File: src/rtl/gbn_ram.sv
module gbn_ram #(
  parameter int unsigned WIDTH = 8,
  parameter int unsigned DEPTH = 64
) (
  input  logic                     clk,
  input  logic                     we,
  input  logic [$clog2(DEPTH)-1:0] waddr,
  input  logic [WIDTH-1:0]         wdata,
  input  logic [$clog2(DEPTH)-1:0] raddr,
  output logic [WIDTH-1:0]         rdata
);

  logic [WIDTH-1:0] mem [DEPTH];

  always_ff @(posedge clk) begin
    if (we) begin
      mem[waddr] <= wdata;
    end
    rdata <= mem[raddr];
  end

endmodule

File: config.mk
export PLATFORM = sky130hd
export DESIGN_NAME = gbn_ram
export DESIGN_NICKNAME = d
export VERILOG_FILES = /design/src/rtl/gbn_ram.sv
export SDC_FILE = /design/constraint.sdc
export NUM_CORES = 1
export LEC_CHECK = 0
export BUFFER_PORTS_ARGS = -buffer_cell sky130_fd_sc_hd__clkbuf_2
export CORE_ASPECT_RATIO = 1.75
export CORE_UTILIZATION = 50
export CTS_BUF_LIST = sky130_fd_sc_hd__clkbuf_2 sky130_fd_sc_hd__clkbuf_4 sky130_fd_sc_hd__clkbuf_8
export DETAILED_ROUTE_END_ITERATION = 8
export MAX_ROUTING_LAYER = met4
export PLACE_DENSITY = 0.66
export SETUP_SLACK_MARGIN = 0.5
export SLEW_MARGIN = 20
export SYNTH_ARGS = -nofsm -noshare
export SYNTH_HDL_FRONTEND = slang
export SYNTH_SLANG_ARGS = --single-unit
File: constraint.sdc
create_clock -name clk -period 2.3 [get_ports clk]
set_input_delay 0.46 -clock clk [delete_from_list [all_inputs] [get_ports clk]]
set_output_delay 0.46 -clock clk [all_outputs]
set_load 0.02 [all_outputs]
==> flow_results.org <==
** Outcome
- The flow ran to the end, and the final reports show no timing, DRC or antenna violations.

** Timing
- In this run the tightest slew margin relative to its limit is 52.8%.
- Slew at the pin closest to its max-slew limit :: 0.708 ns
- After layout, the worst setup slack is 0.403 ns.
- Top achievable clock speed :: 0.527 GHz
- Final worst path period share :: 82.5%
- The final hold violation count came to 0.
- Final setup fails :: 0
- Subtracting the final worst setup slack from the clock period gives 1.90 ns.
- Worst hold slack after final layout :: 0.321 ns
- Max-slew violation count :: 0
- Worst-case clock skew :: 0.0228 ns
- Unrepaired setup endpoints after global routing :: yes

** Clock network
- Worst-skew pair later-pin latency :: 0.63 ns
- Post-CTS setup buffer count :: 0
- H-tree Lvls :: 3
- Clock-pin slew was measured on the worst setup and hold paths at 0.07 ns.
- Clock tree synthesis inserted a total of 70 buffers.
- Clock Tree Root :: sky130_fd_sc_hd__clkbuf_8
- CTS tree :: built
- No sink is reached through more buffers than the 3 on the longest clock path.
- Count of hold-fix buffers inserted at cts :: 0
- The clock drives 520 sinks.

** Power
- Post-layout power :: 18,900 uW
- Maximum vdd drop :: 0.822 mV
- Summed over all cells, the static leakage comes to 0.00761 uW.
- Power per cell area :: 803 nW/um^2

** Yosys
- Synthesis instantiated 40 different standard cells from the library.
- Count of mapped cells out of synthesis :: 940
- After synthesis, the share of flip-flops with an asynchronous set or reset is 0%.
- Mapped Avg Cell Area :: 21.5 sq um
- Summing the sequential cell areas from Yosys gives 77.0% of the chip area.
- Mapped Area :: 20,200 sq um
- Yosys mapped a number of flops with a built-in enable equal to 512.
- Synth Register Bits :: 520
- sky130_fd_sc_hd__edfxtp_1 is the most common cell in the netlist.
- The most used flip-flop cell after synthesis is sky130_fd_sc_hd__edfxtp_1.
- Synth Net Count :: 962
- Yosys top cell area share :: 76.2%
- The largest total area in the synthesized netlist belongs to sky130_fd_sc_hd__edfxtp_1.
- By count the netlist is led by sky130_fd_sc_hd__edfxtp_1, sky130_fd_sc_hd__mux4_2, sky130_fd_sc_hd__nor2_1.
- For this run, the number of Yosys warnings is 0.
- Top cells by area in the synthesized netlist :: sky130_fd_sc_hd__edfxtp_1, sky130_fd_sc_hd__mux4_2, sky130_fd_sc_hd__nor2_1, sky130_fd_sc_hd__mux2i_1, sky130_fd_sc_hd__dfxtp_1

** Critical path
- Walking the worst path, the cells encountered are mux4_2 -> mux4_2 -> nor2_2 -> nor3_1 -> o2bb2ai_1.
- Critical path's most frequent cell :: sky130_fd_sc_hd__mux4_2
- CP Capture Type :: flip-flop
- For the worst setup path, the data required time is 2.81 ns.
- Category of the most critical setup path :: reg -> reg
- Worst r2r path cells :: 5
- Library cell contributing the largest single delay on the critical path :: sky130_fd_sc_hd__mux4_2
- Along the worst path, the maximum fanout reaches 1.
- Category of the worst setup path launch point :: flip-flop
- Highest cell delay on the worst timing path :: 0.56 ns
- At the worst endpoint, the arrival time is 2.41 ns.

** Global route
- The first global-routing pass estimated 68,600 um of wire.
- The number of global-route vias before repair is 10,600.
- Overall fraction of global-route tracks in use :: 24.5%
- For this run the aggregate overflow at the end of global routing stands at 0.
- Number of antenna violations at the first check in global routing :: 1
- Pin count of the biggest net entering global routing :: 65

** Placement
- The wire-length estimate of the detail-placed layout is 31,300 um.
- DP Area :: 22,000 sq um
- During placement, the flow inserted port buffers numbering 29.
- Placer's final routability congestion estimate :: 0.842
- Worst setup slack before clock tree synthesis :: -0.357 ns

** Routing
- First-pass detailed-route iteration total :: 5
- In the routed design, unresolved DRC markers number 0.
- After detailed routing, the average wire length per cell comes to 27.9 um.
- Wire length reported by the detailed router :: 46,800 um
- Using the TritonRoute via totals, the vias-per-cell ratio works out to 5.98.
- DRT iter0 DRCs :: 825
- Summing over every cut layer, the via total after detailed routing is 10,000.
- The count of nets left with antenna violations once routing finished came out at 0.

** Finish
- Footprint of the multi-input gates :: 4540 sq um
- Share of post-route cells with drive strength above 1 :: 39.1%
- The sequential cells in the finished layout cover a total of 15,500 sq um.
- Fill cell total of the finished layout :: 2,813
- Final-stage net count :: 1,146
- Area growth from synthesis to layout :: 16.6%
- After routing the design area is 23,500 sq um.

** Floorplanning
- Die Width :: 154 um
- The floorplan step set the die height to 268 um.
- The core region is 39,900 sq um.
- Row count :: 97
- Boundary pin count :: 30
- For this configuration, the core starts out at a cell density of 50.5%.
- Area of the die :: 41,200 sq um

** Run
- Max-cap violations in this run came to 0.

** Min path
- Along the worst hold path, the cell count comes to 2.
- The min-delay analysis places its worst path in the category in -> reg.
[flip-flops by register name (all words and copies together), names as in the netlist]
register	flops
rdata	8
mem	512
[layout make-up]
class / count / share of cell area [%]
multi-input combinational: 369 / 19.3
clock inverter: 32 / 1.19
clock buffer: 96 / 5.01
sequential: 520 / 66.0
antenna: 1 / 0.0106
timing repair buffer: 163 / 5.83
tap: 495 / 2.63
[metrics by stage]
step	util [%]	setup TNS (ns)	cells
detailed placement	55.0	-1.47	1547
global placement	55.0	-1.36	1547
floorplan	-	0	940
global route	58.9	0	1676
CTS	58.8	0	1675
finish	58.9	0	1676
[where the power goes]
group,switching [uW],internal [uW]
Combinational,675,468
Clock,3320,3900
Sequential,35.0,10500
Total,4030,14900
[metal layers]
layer / global-route usage [%] / vias to the layer above / part of all wire, %
li1: - / 4301 / -
met1: 27.3 / 5254 / 36
met2: 43.3 / 365 / 55
met3: 4.14 / 103 / 5.0
met4: 10.9 / 0 / 4.1
met5: - / - / 0
[cell usage in the layout (no fill, tap or decap), drive strengths merged, types with 2 or more instances in the layout]
cell / Yosys / layout
nor4: 2 / 2
nand3b: 3 / 3
o2111ai: 3 / 3
edfxtp: 512 / 512
nor3: 7 / 7
o2bb2ai: 3 / 3
a21oi: 3 / 3
o221ai: 8 / 8
nor2: 83 / 83
o21ai: 4 / 4
mux4: 126 / 126
nand2b: 7 / 7
buf: 34 / 137
o32ai: 2 / 2
a2111oi: 2 / 2
nand3: 13 / 13
a22oi: 3 / 3
clkbuf: 17 / 122
clkinvlp: 0 / 3
o221a: 2 / 2
o22ai: 8 / 8
a221oi: 6 / 6
bufinv: 0 / 5
mux2: 13 / 13
mux2i: 23 / 23
nand2: 19 / 19
a211oi: 4 / 4
o21a: 2 / 2
clkinv: 0 / 23
o41ai: 2 / 2
dfxtp: 8 / 8
nor2b: 14 / 14
nand4: 2 / 2
[what timing repair did]
item / CTS / global route
pin swaps: 2 / 4
resized for setup: 13 / 7
endpoints found under the setup margin: 7 / 8
[worst paths after layout]
path         startpoint    endpoint  slack, ns
min            wdata[5]  mem[44][5]       0.32
max           mem[7][2]    rdata[2]       0.40
max reg2reg   mem[7][2]    rdata[2]       0.40
min reg2reg  mem[26][4]    rdata[4]       0.84
[logic make-up after synthesis]
family          after synthesis  share of synthesized area (%)
flops                       520                           77.0
mux                         162                           15.9
simple gates                153                           3.39
compound gates               54                           2.07
buf+inv                      51                           1.57
[worst max-delay path, delay by kind of cell, from the launching register on]
family / cells / cell delay, ns
muxes: 2 / 1.08
DFF: 1 / 0.38
and+or+nand+nor: 2 / 0.18
AOI/OAI and AO/OA: 1 / 0.14
Note: power is estimated with default switching activity, not from simulation.
