==> config.mk <==
export PLATFORM = sky130hd
export DESIGN_NAME = gbn_crc
export DESIGN_NICKNAME = d
export VERILOG_FILES = /design/src/rtl/gbn_pkg.sv /design/src/rtl/gbn_crc.sv
export SDC_FILE = /design/constraint.sdc
export NUM_CORES = 1
export LEC_CHECK = 0
export ABC_AREA = 1
export ABC_CLOCK_PERIOD_IN_PS = 1000
export BUFFER_PORTS_ARGS = -buffer_cell sky130_fd_sc_hd__buf_2
export CORE_AREA = 2 2 51 53
export CTS_BUF_LIST = sky130_fd_sc_hd__clkbuf_4 sky130_fd_sc_hd__clkbuf_8 sky130_fd_sc_hd__clkbuf_16
export DETAILED_ROUTE_END_ITERATION = 12
export DIE_AREA = 0 0 53 55
export GPL_TIMING_DRIVEN = 0
export MAX_ROUTING_LAYER = met4
export PLACE_DENSITY = 0.71
export SLEW_MARGIN = 20
export SYNTH_ARGS = -nofsm -noshare
export SYNTH_HDL_FRONTEND = slang
export SYNTH_SLANG_ARGS = --single-unit
==> constraint.sdc <==
create_clock -name clk -period 1 [get_ports clk]
set_input_delay 0.1 -clock clk [delete_from_list [all_inputs] [get_ports clk]]
set_output_delay 0.1 -clock clk [all_outputs]
set_load 0.03 [all_outputs]
==> src/rtl/gbn_pkg.sv <==
package gbn_pkg;

  localparam int unsigned WINDOW_DEF = 8;
  localparam int unsigned BUFFER_DEPTH_DEF = 64;
  localparam logic [15:0] CRC_POLY = 16'h1021;
  localparam logic [15:0] PERIOD_RESET = 16'd5000;

  localparam logic [1:0] MODE_MSG = 2'd0;
  localparam logic [1:0] MODE_ACK = 2'd1;
  localparam logic [1:0] MODE_TMO = 2'd2;
  localparam logic [1:0] MODE_UNUSED = 2'd3;

  localparam logic [1:0] TMR_NONE = 2'd0;
  localparam logic [1:0] TMR_START = 2'd1;
  localparam logic [1:0] TMR_STOP = 2'd2;
  localparam logic [1:0] TMR_RESTART = 2'd3;

  typedef struct packed {
    logic [1:0]  mode;
    logic [63:0] payload_low;
    logic [63:0] payload_mid;
    logic [31:0] payload_high;
    logic [30:0] ack_seq;
    logic [31:0] ack_flag;
    logic [31:0] checksum_in;
  } in_item_t;

  typedef struct packed {
    logic        send_valid;
    logic [30:0] seq_out;
    logic [63:0] data_low_out;
    logic [63:0] data_mid_out;
    logic [31:0] data_high_out;
    logic [15:0] crc_out;
    logic [1:0]  timer_action;
    logic [15:0] timer_load;
    logic        dropped;
    logic        last;
  } out_item_t;

  // one byte of the packet image a cycle into the serial CRC
  typedef struct packed {
    logic       start;
    logic       en;
    logic [7:0] data;
  } crc_ctl_t;

endpackage

==> src/rtl/gbn_crc.sv <==
module gbn_crc (
  input  logic              clk,
  input  gbn_pkg::crc_ctl_t ctl,
  output logic [15:0]       crc
);

  logic [15:0] crc_next;

  // byte-wide step, eight narrow shift-xor stages
  always_comb begin
    logic [15:0] c;
    c = (ctl.start ? 16'h0000 : crc) ^ {ctl.data, 8'h00};
    for (int j = 0; j < 8; j++) begin
      c = c[15] ? ({c[14:0], 1'b0} ^ gbn_pkg::CRC_POLY) : {c[14:0], 1'b0};
    end
    crc_next = c;
  end

  always_ff @(posedge clk) begin
    if (ctl.en) begin
      crc <= crc_next;
    end else if (ctl.start) begin
      crc <= '0;
    end
  end

endmodule

==> impl_results.md, run 1 <==
* Outcome: finished with violations
* Failing checks: setup timing
* Clk Latency, worst-skew pair at 290 ps
* Startpoint Class: flop
* Layout cells sized above 1 at between 50 and 60%
* First-pass GRT wire length at 4370 um
* Kind of critical path: reg -> reg
* Ys flop type: dfxtp_1
* DRT Pass-1 Iters at 4
* Initial antenna violation count at 0
* Synthesized area at 0.00103 mm2
* P per Cell Area at 1560 mW/mm2
* Top flop regs: crc (16)
* Syn Area/Cell at 6.03 um2
* Clk Tree Root Cell: clkbuf_4
* Worst slack, placed at -257 ps
* Dominant cells by area after synthesis: dfxtp_1, nand2_1, nand3_1
* HP Class: in -> reg
* MaxCap Viol Count at 0
* Gpl congestion at 0.806
* Worst Setup SP: crc[12]
* Core footprint at 0.00236 mm2
* CTS max path bufs at 2
* Worst-path clk slew at ~90 ps
* Remaining global-route overflow at 0
* Die area at between 0.002 and 0.003 mm2
* Area Growth Syn to Fin at 48.2%
* R2R Setup Slk at -90 ps
* Share of the synthesized area in the top cell type at a little under a third
* Endpoint, Worst Hold: crc[4]
* Static Leak at around 0.00082 uW
* Htree depth at 1
* Largest register FFs at 16
* Largest area contributor in the netlist: dfxtp_1
* Max IR drop VDD at 1.02 mV
* HP Start: ctl[4]
* DR WL/cell at 11.7 um
* Final Max Slew Viols at 0
* Reg-to-reg critical path startpoint: crc[12]
* #FFs+latches synth at 16
* DRC violations left at 0
* # setup viols final at 11
* Largest Register: crc
* Total power at 2380 uW
* Vias in the first global route at between 1000 and 1500
* Site Rows at 18
* Most frequent cell after synthesis: nand2_1
* Final min period at roughly 1100 ps
* Post-synth top cells: nand2_1, nand3_1, dfxtp_1, inv_1, o21ai_0
* Crit path DAT at around 1300 ps
* I/O pins at 27
* Largest net degree at the start of global routing at 11
* Antenna-violating nets left at 0
* Register area share after synthesis at just over 30%
* Final wirelength at about 2800 um
* Number of nets in the layout at 224
* CTS tree: yes
* CP endpoint kind: flop
* Aggregate global-route resource usage at 21.1%
* Reg-to-Reg End: crc[9]
* DIE WIDTH at 53 um
* Req. time, crit path at around 1200 ps
* Async set-reset flop share out of synthesis at 0%
* Vias/cell at ~5
* Final worst slack at -94.9 ps
* R2r worst-path depth at 7
* Clk_skew at 13.0 ps
* EDFF count, synth at 0
* CP max FO at 3
* Port-buffer cells at 26
* Vias at 1203
* Slew headroom at 68.6%
* Initial Utilization at 43.6%
* Worst-Margin Slew at 471 ps
* Fmax at 913 MHz
* Total number of yosys warnings at 0
* DR iter-0 viols at 35
* DIE HEIGHT at 55 um
* Gate Count Post-Synth at between 150 and 200
* RSZ-0062 raised after global routing: yes
* CTS buffer count at 3
* Hold path cells at 4
* Synth cell types at 18
* Endpoints failing hold at 0
* Diode count at 0
* Fin crit share at 109%
* Hold buffers post-CTS at 0
* Dpl hpwl at 2020 um
* Clock sink count at 16
* Net count after synthesis at roughly 180
[report_power, final]
group | total, uW | internal (uW) | switching (uW)
Sequential | 868 | 775 | 93.3
Clock | 393 | 182 | 211
Combinational | 1120 | 405 | 712
[final cells by class]
type                            instances  area [um2]
Fill cell                             234         837
Inverter                               18        72.6
Multi-Input combinational cell        132         779
Timing Repair Buffer                   37         219
Buffer                                  5        41.3
Tap cell                               30        37.5
Clock buffer                            4        30.0
Sequential cell                        16         348
[logic make-up after synthesis]
| family | count (synthesis) | synth area share, % |
|---|---|---|
| buf+inv | 23 | 10.6 |
| flops | 16 | 31.1 |
| xor+xnor | 5 | 4.25 |
| simple gates | 116 | 48.8 |
| compound gates | 11 | 5.34 |
[through the flow]
step                      TNS [ps]  std cells  util, %  hold WS, ps  cell area (um2)
after detailed placement     -3120        227     52.4          433             1240
after global routing         -1630        242     64.6          181             1530
final                         -555        242     64.6          163             1530
after CTS                     -694        237     57.2          142             1350
after floorplan               -417        171        -          250             1070
after global placement       -2790        227     52.4          430             1240
[worst max-delay path, cell delays in order (launching register included)]
cell and delay (ps):
dfxtp_4 360, inv_2 40, nor2_4 120, nand2_2 80
nand2_4 90, buf_6 90, xor2_1 130, o21ai_1 70
[worst max-delay path by stage]
stage | end | cells past startpoint
after floorplan | crc[8] | 9
after global placement | crc[15] | 11
after detailed placement | crc[15] | 11
after CTS | crc[15] | 9
after global routing | crc[9] | 7
final | crc[9] | 7
[layout by cell type, fill, tap and decap left out, drive strengths merged]
cell type	instances
buf	39
clkbuf	7
dfxtp	16
inv	18
nand2	86
nand3	27
nand3b	1
nor2	2
o21ai	11
xnor2	1
xor2	4
[metal layers]
metal  GRT usage (%)  part of all wire [%]
met1            26.0                    43
met5               -                     0
met3            2.69                   4.7
met4            7.69                  0.53
met2            35.8                    52
[timing repair]
item / CTS / global route
gates resized for setup: 15 / 42
pin swaps: 4 / 15
setup buffers: 6 / 5
endpoints found under the setup margin: 15 / 16
Note: power is estimated with default switching activity, not from simulation.
==> run 2, diff against run 1 <==
--- a/config.mk
+++ b/config.mk
@@ -8,10 +8,10 @@
 export ABC_AREA = 1
 export ABC_CLOCK_PERIOD_IN_PS = 1000
 export BUFFER_PORTS_ARGS = -buffer_cell sky130_fd_sc_hd__buf_2
-export CORE_AREA = 2 2 51 53
+export CORE_AREA = 4 4 53 55
 export CTS_BUF_LIST = sky130_fd_sc_hd__clkbuf_4 sky130_fd_sc_hd__clkbuf_8 sky130_fd_sc_hd__clkbuf_16
 export DETAILED_ROUTE_END_ITERATION = 12
-export DIE_AREA = 0 0 53 55
+export DIE_AREA = 0 0 57 59
 export GPL_TIMING_DRIVEN = 0
 export MAX_ROUTING_LAYER = met4
 export PLACE_DENSITY = 0.71
==> impl_results.md, run 2 (same netlist as run 1, synthesis figures left out) <==
* Outcome: finished with violations (unchanged)
* Failing checks: setup timing (unchanged)
* DIE WIDTH at 57 um (was 53 um)
* Delay-heaviest family, CP: simple AND/OR/NAND/NOR gates (was flip-flops)
* I/O pins at 27 (unchanged)
* Largest Register: crc (unchanged)
* Final wirelength at 2870 um (was 2830 um)
* Fin Setup TNS at -699 ps (was -555 ps)
* Largest register FFs at 16 (unchanged)
* Fin area at 0.00156 mm2 (was 0.00153 mm2)
* Initial antenna violation count at 0 (unchanged)
* Worst hold margin at 169 ps (was 163 ps)
* Final Max Slew Viols at 0 (unchanged)
* Final worst slack at -141 ps (was -94.9 ps)
* Critical path's slowest cell: dfxtp_4 (unchanged)
* DRC violations left at 0 (unchanged)
* Worst path bufs/invs at 1 (was 2)
* Diode count at 0 (unchanged)
* Layout cells sized above 1 at 53.3% (was 52.8%)
* Fin crit share at 114% (was 109%)
* DR WL/cell at 12.0 um (was 11.7 um)
* Crit-path cells: inv_4 > nor2_4 > nand2_2 > nand2_2 > nand2_4 > nand2_4 > nand2_2 > nand3_2 > nand2_1 (was inv_2 > nor2_4 > nand2_2 > nand2_4 > buf_6 > xor2_1 > o21ai_1)
* Fin util at 65.3% (was 64.6%)
* Largest net degree at the start of global routing at 11 (unchanged)
* Clk Tree Root Cell: clkbuf_4 (unchanged)
* Filler cells at 211 (was 234)
* Req. time, crit path at 1200 ps (was 1150 ps)
* Site Rows at 18 (unchanged)
* MaxCap Viol Count at 0 (unchanged)
* Htree depth at 1 (unchanged)
* CP endpoint kind: flop (unchanged)
* NetSw at 1050 uW (was 1020 uW)
* Slowest stage delay, CP at 380 ps (was 360 ps)
* Number of nets in the layout at 222 (was 224)
* Slew headroom at 69.4% (was 68.6%)
* Footprint of the multi-input gates at 798 um2 (was 779 um2)
* Area Growth Syn to Fin at 51.1% (was 48.2%)
* Commonest non-fill, non-tap cell in the layout: nand2_1 (unchanged)
* Fmax at 877 MHz (was 913 MHz)
* # setup viols final at 12 (was 11)
* Port-buffer cells at 26 (unchanged)
* Crit path DAT at 1340 ps (was 1250 ps)
* Max IR drop VDD at 1.01 mV (was 1.02 mV)
* DR iter-0 viols at 32 (was 35)
* CTS max path bufs at 2 (unchanged)
* CP max FO at 3 (unchanged)
* Kind of critical path: reg -> reg (unchanged)
* Critical Path Most Common Cell: nand2_2
* Clock sink count at 16 (unchanged)
* Most frequent cells in the layout: nand2_1, nand2_2, buf_2 (unchanged)
* Final min period at 1140 ps (was 1090 ps)
* Startpoint Class: flop (unchanged)
* Worst-Margin Slew at 459 ps (was 471 ps)
* Vias/cell at 4.98 (was 4.97)
* Antenna-violating nets left at 0 (unchanged)
* Core footprint at 0.00239 mm2 (was 0.00236 mm2)
* CTS buffer count at 3 (unchanged)
* DIE HEIGHT at 59 um (was 55 um)
* Dpl hpwl at 2040 um (was 2020 um)
* First-pass GRT wire length at 4550 um (was 4370 um)
* Top flop regs: crc (16) (unchanged)
* Vias at 1194 (was 1203)
* Area occupied by registers at 352 um2 (was 348 um2)
* Placed Area at 0.00124 mm2 (unchanged)
* Aggregate global-route resource usage at 17.6% (was 21.1%)
* RSZ-0062 raised after global routing: yes (unchanged)
* Vias in the first global route at 1113 (was 1014)
* Sequential power share at 35.5% (was 36.5%)
* Clk Latency, worst-skew pair at 290 ps (about the same)
* P per Cell Area at 1590 mW/mm2 (was 1560 mW/mm2)
* HP Class: in -> reg (unchanged)
* Static Leak at 0.000830 uW (was 0.000819 uW)
* Worst-path clk slew at 110 ps (was 90 ps)
* Clk_skew at 14.9 ps (was 13.0 ps)
* Combinational Power Share at 46.7% (was 47.0%)
* CTS tree: yes (unchanged)
* Gpl congestion at 0.857 (was 0.806)
* Power share of the clock group at 17.7% (was 16.5%)
* Remaining global-route overflow at 0 (unchanged)
* DRT Pass-1 Iters at 4 (unchanged)
* Initial Utilization at 43.2% (was 43.6%)
* Die area at 0.00336 mm2 (was 0.00292 mm2)
* Internal Power at 1430 uW (was 1360 uW)
* Endpoints failing hold at 0 (unchanged)
* Switching Share at 42.3% (was 42.7%)
## run 2: layout make-up
| cell class | count | share of cell area (%) |
|---|---|---|
| Multi-Input combinational cell | 132 | 51.2 |
| Tap cell | 30 | 2.41 |
| Inverter | 18 | 4.98 |
| Timing Repair Buffer | 35 | 13.8 |
| Buffer | 5 | 2.65 |
| Clock buffer | 4 | 2.33 |
| Sequential cell | 16 | 22.6 |
## run 2: path summary, 6_finish.rpt
path | depth (start not counted) | endpoint | slack [ps] | startpoint
worst max-delay path | 9 | crc[12] | -140 | crc[12]
worst min-delay path | 4 | crc[4] | 170 | ctl[4]
worst max register to register | 9 | crc[12] | -140 | crc[12]
worst min register to register | 2 | crc[5] | 510 | crc[5]
## run 2: worst reg2reg max path, delay by kind of cell (launching register included)
family / cells / cell delay, ps
AND/OR/NAND/NOR: 8 / 640
buffers and inverters: 1 / 40
flip-flops: 1 / 380
## run 2: timing repair
| action | CTS | global route |
|---|---|---|
| endpoints found under the setup margin | 16 | 19 |
| pin swaps | 7 | 20 |
| gates resized for setup | 27 | 45 |
| buffers inserted | 4 | 5 |
| hold buffers | 0 | 0 |
| endpoints found under the hold margin | 0 | 0 |
## run 2: metrics by stage
step	setup slack [ps]	total power, uW	cells
3_3_place_gp	-233	1730	227
4_1_cts	-81.2	2290	235
5_1_grt	-192	2620	240
2_1_floorplan	-70.2	1520	171
6_report	-141	2470	240
3_5_place_dp	-262	1750	227
## run 2: metal layers
metal	part of all wire [%]	track usage, %	wire (um)
met4	0.87	6.95	25
met3	4.8	2.83	137
met1	42	20.5	1200
met2	52	30.3	1500
met5	0	-	0
## run 2: power groups by stage
stage	registers (uW)	logic, uW	clock network [uW]
after global placement	861	869	0
after detailed placement	870	884	0
after floorplan	1090	428	0
final	879	1160	438
after CTS	864	987	441
after global routing	895	1260	472
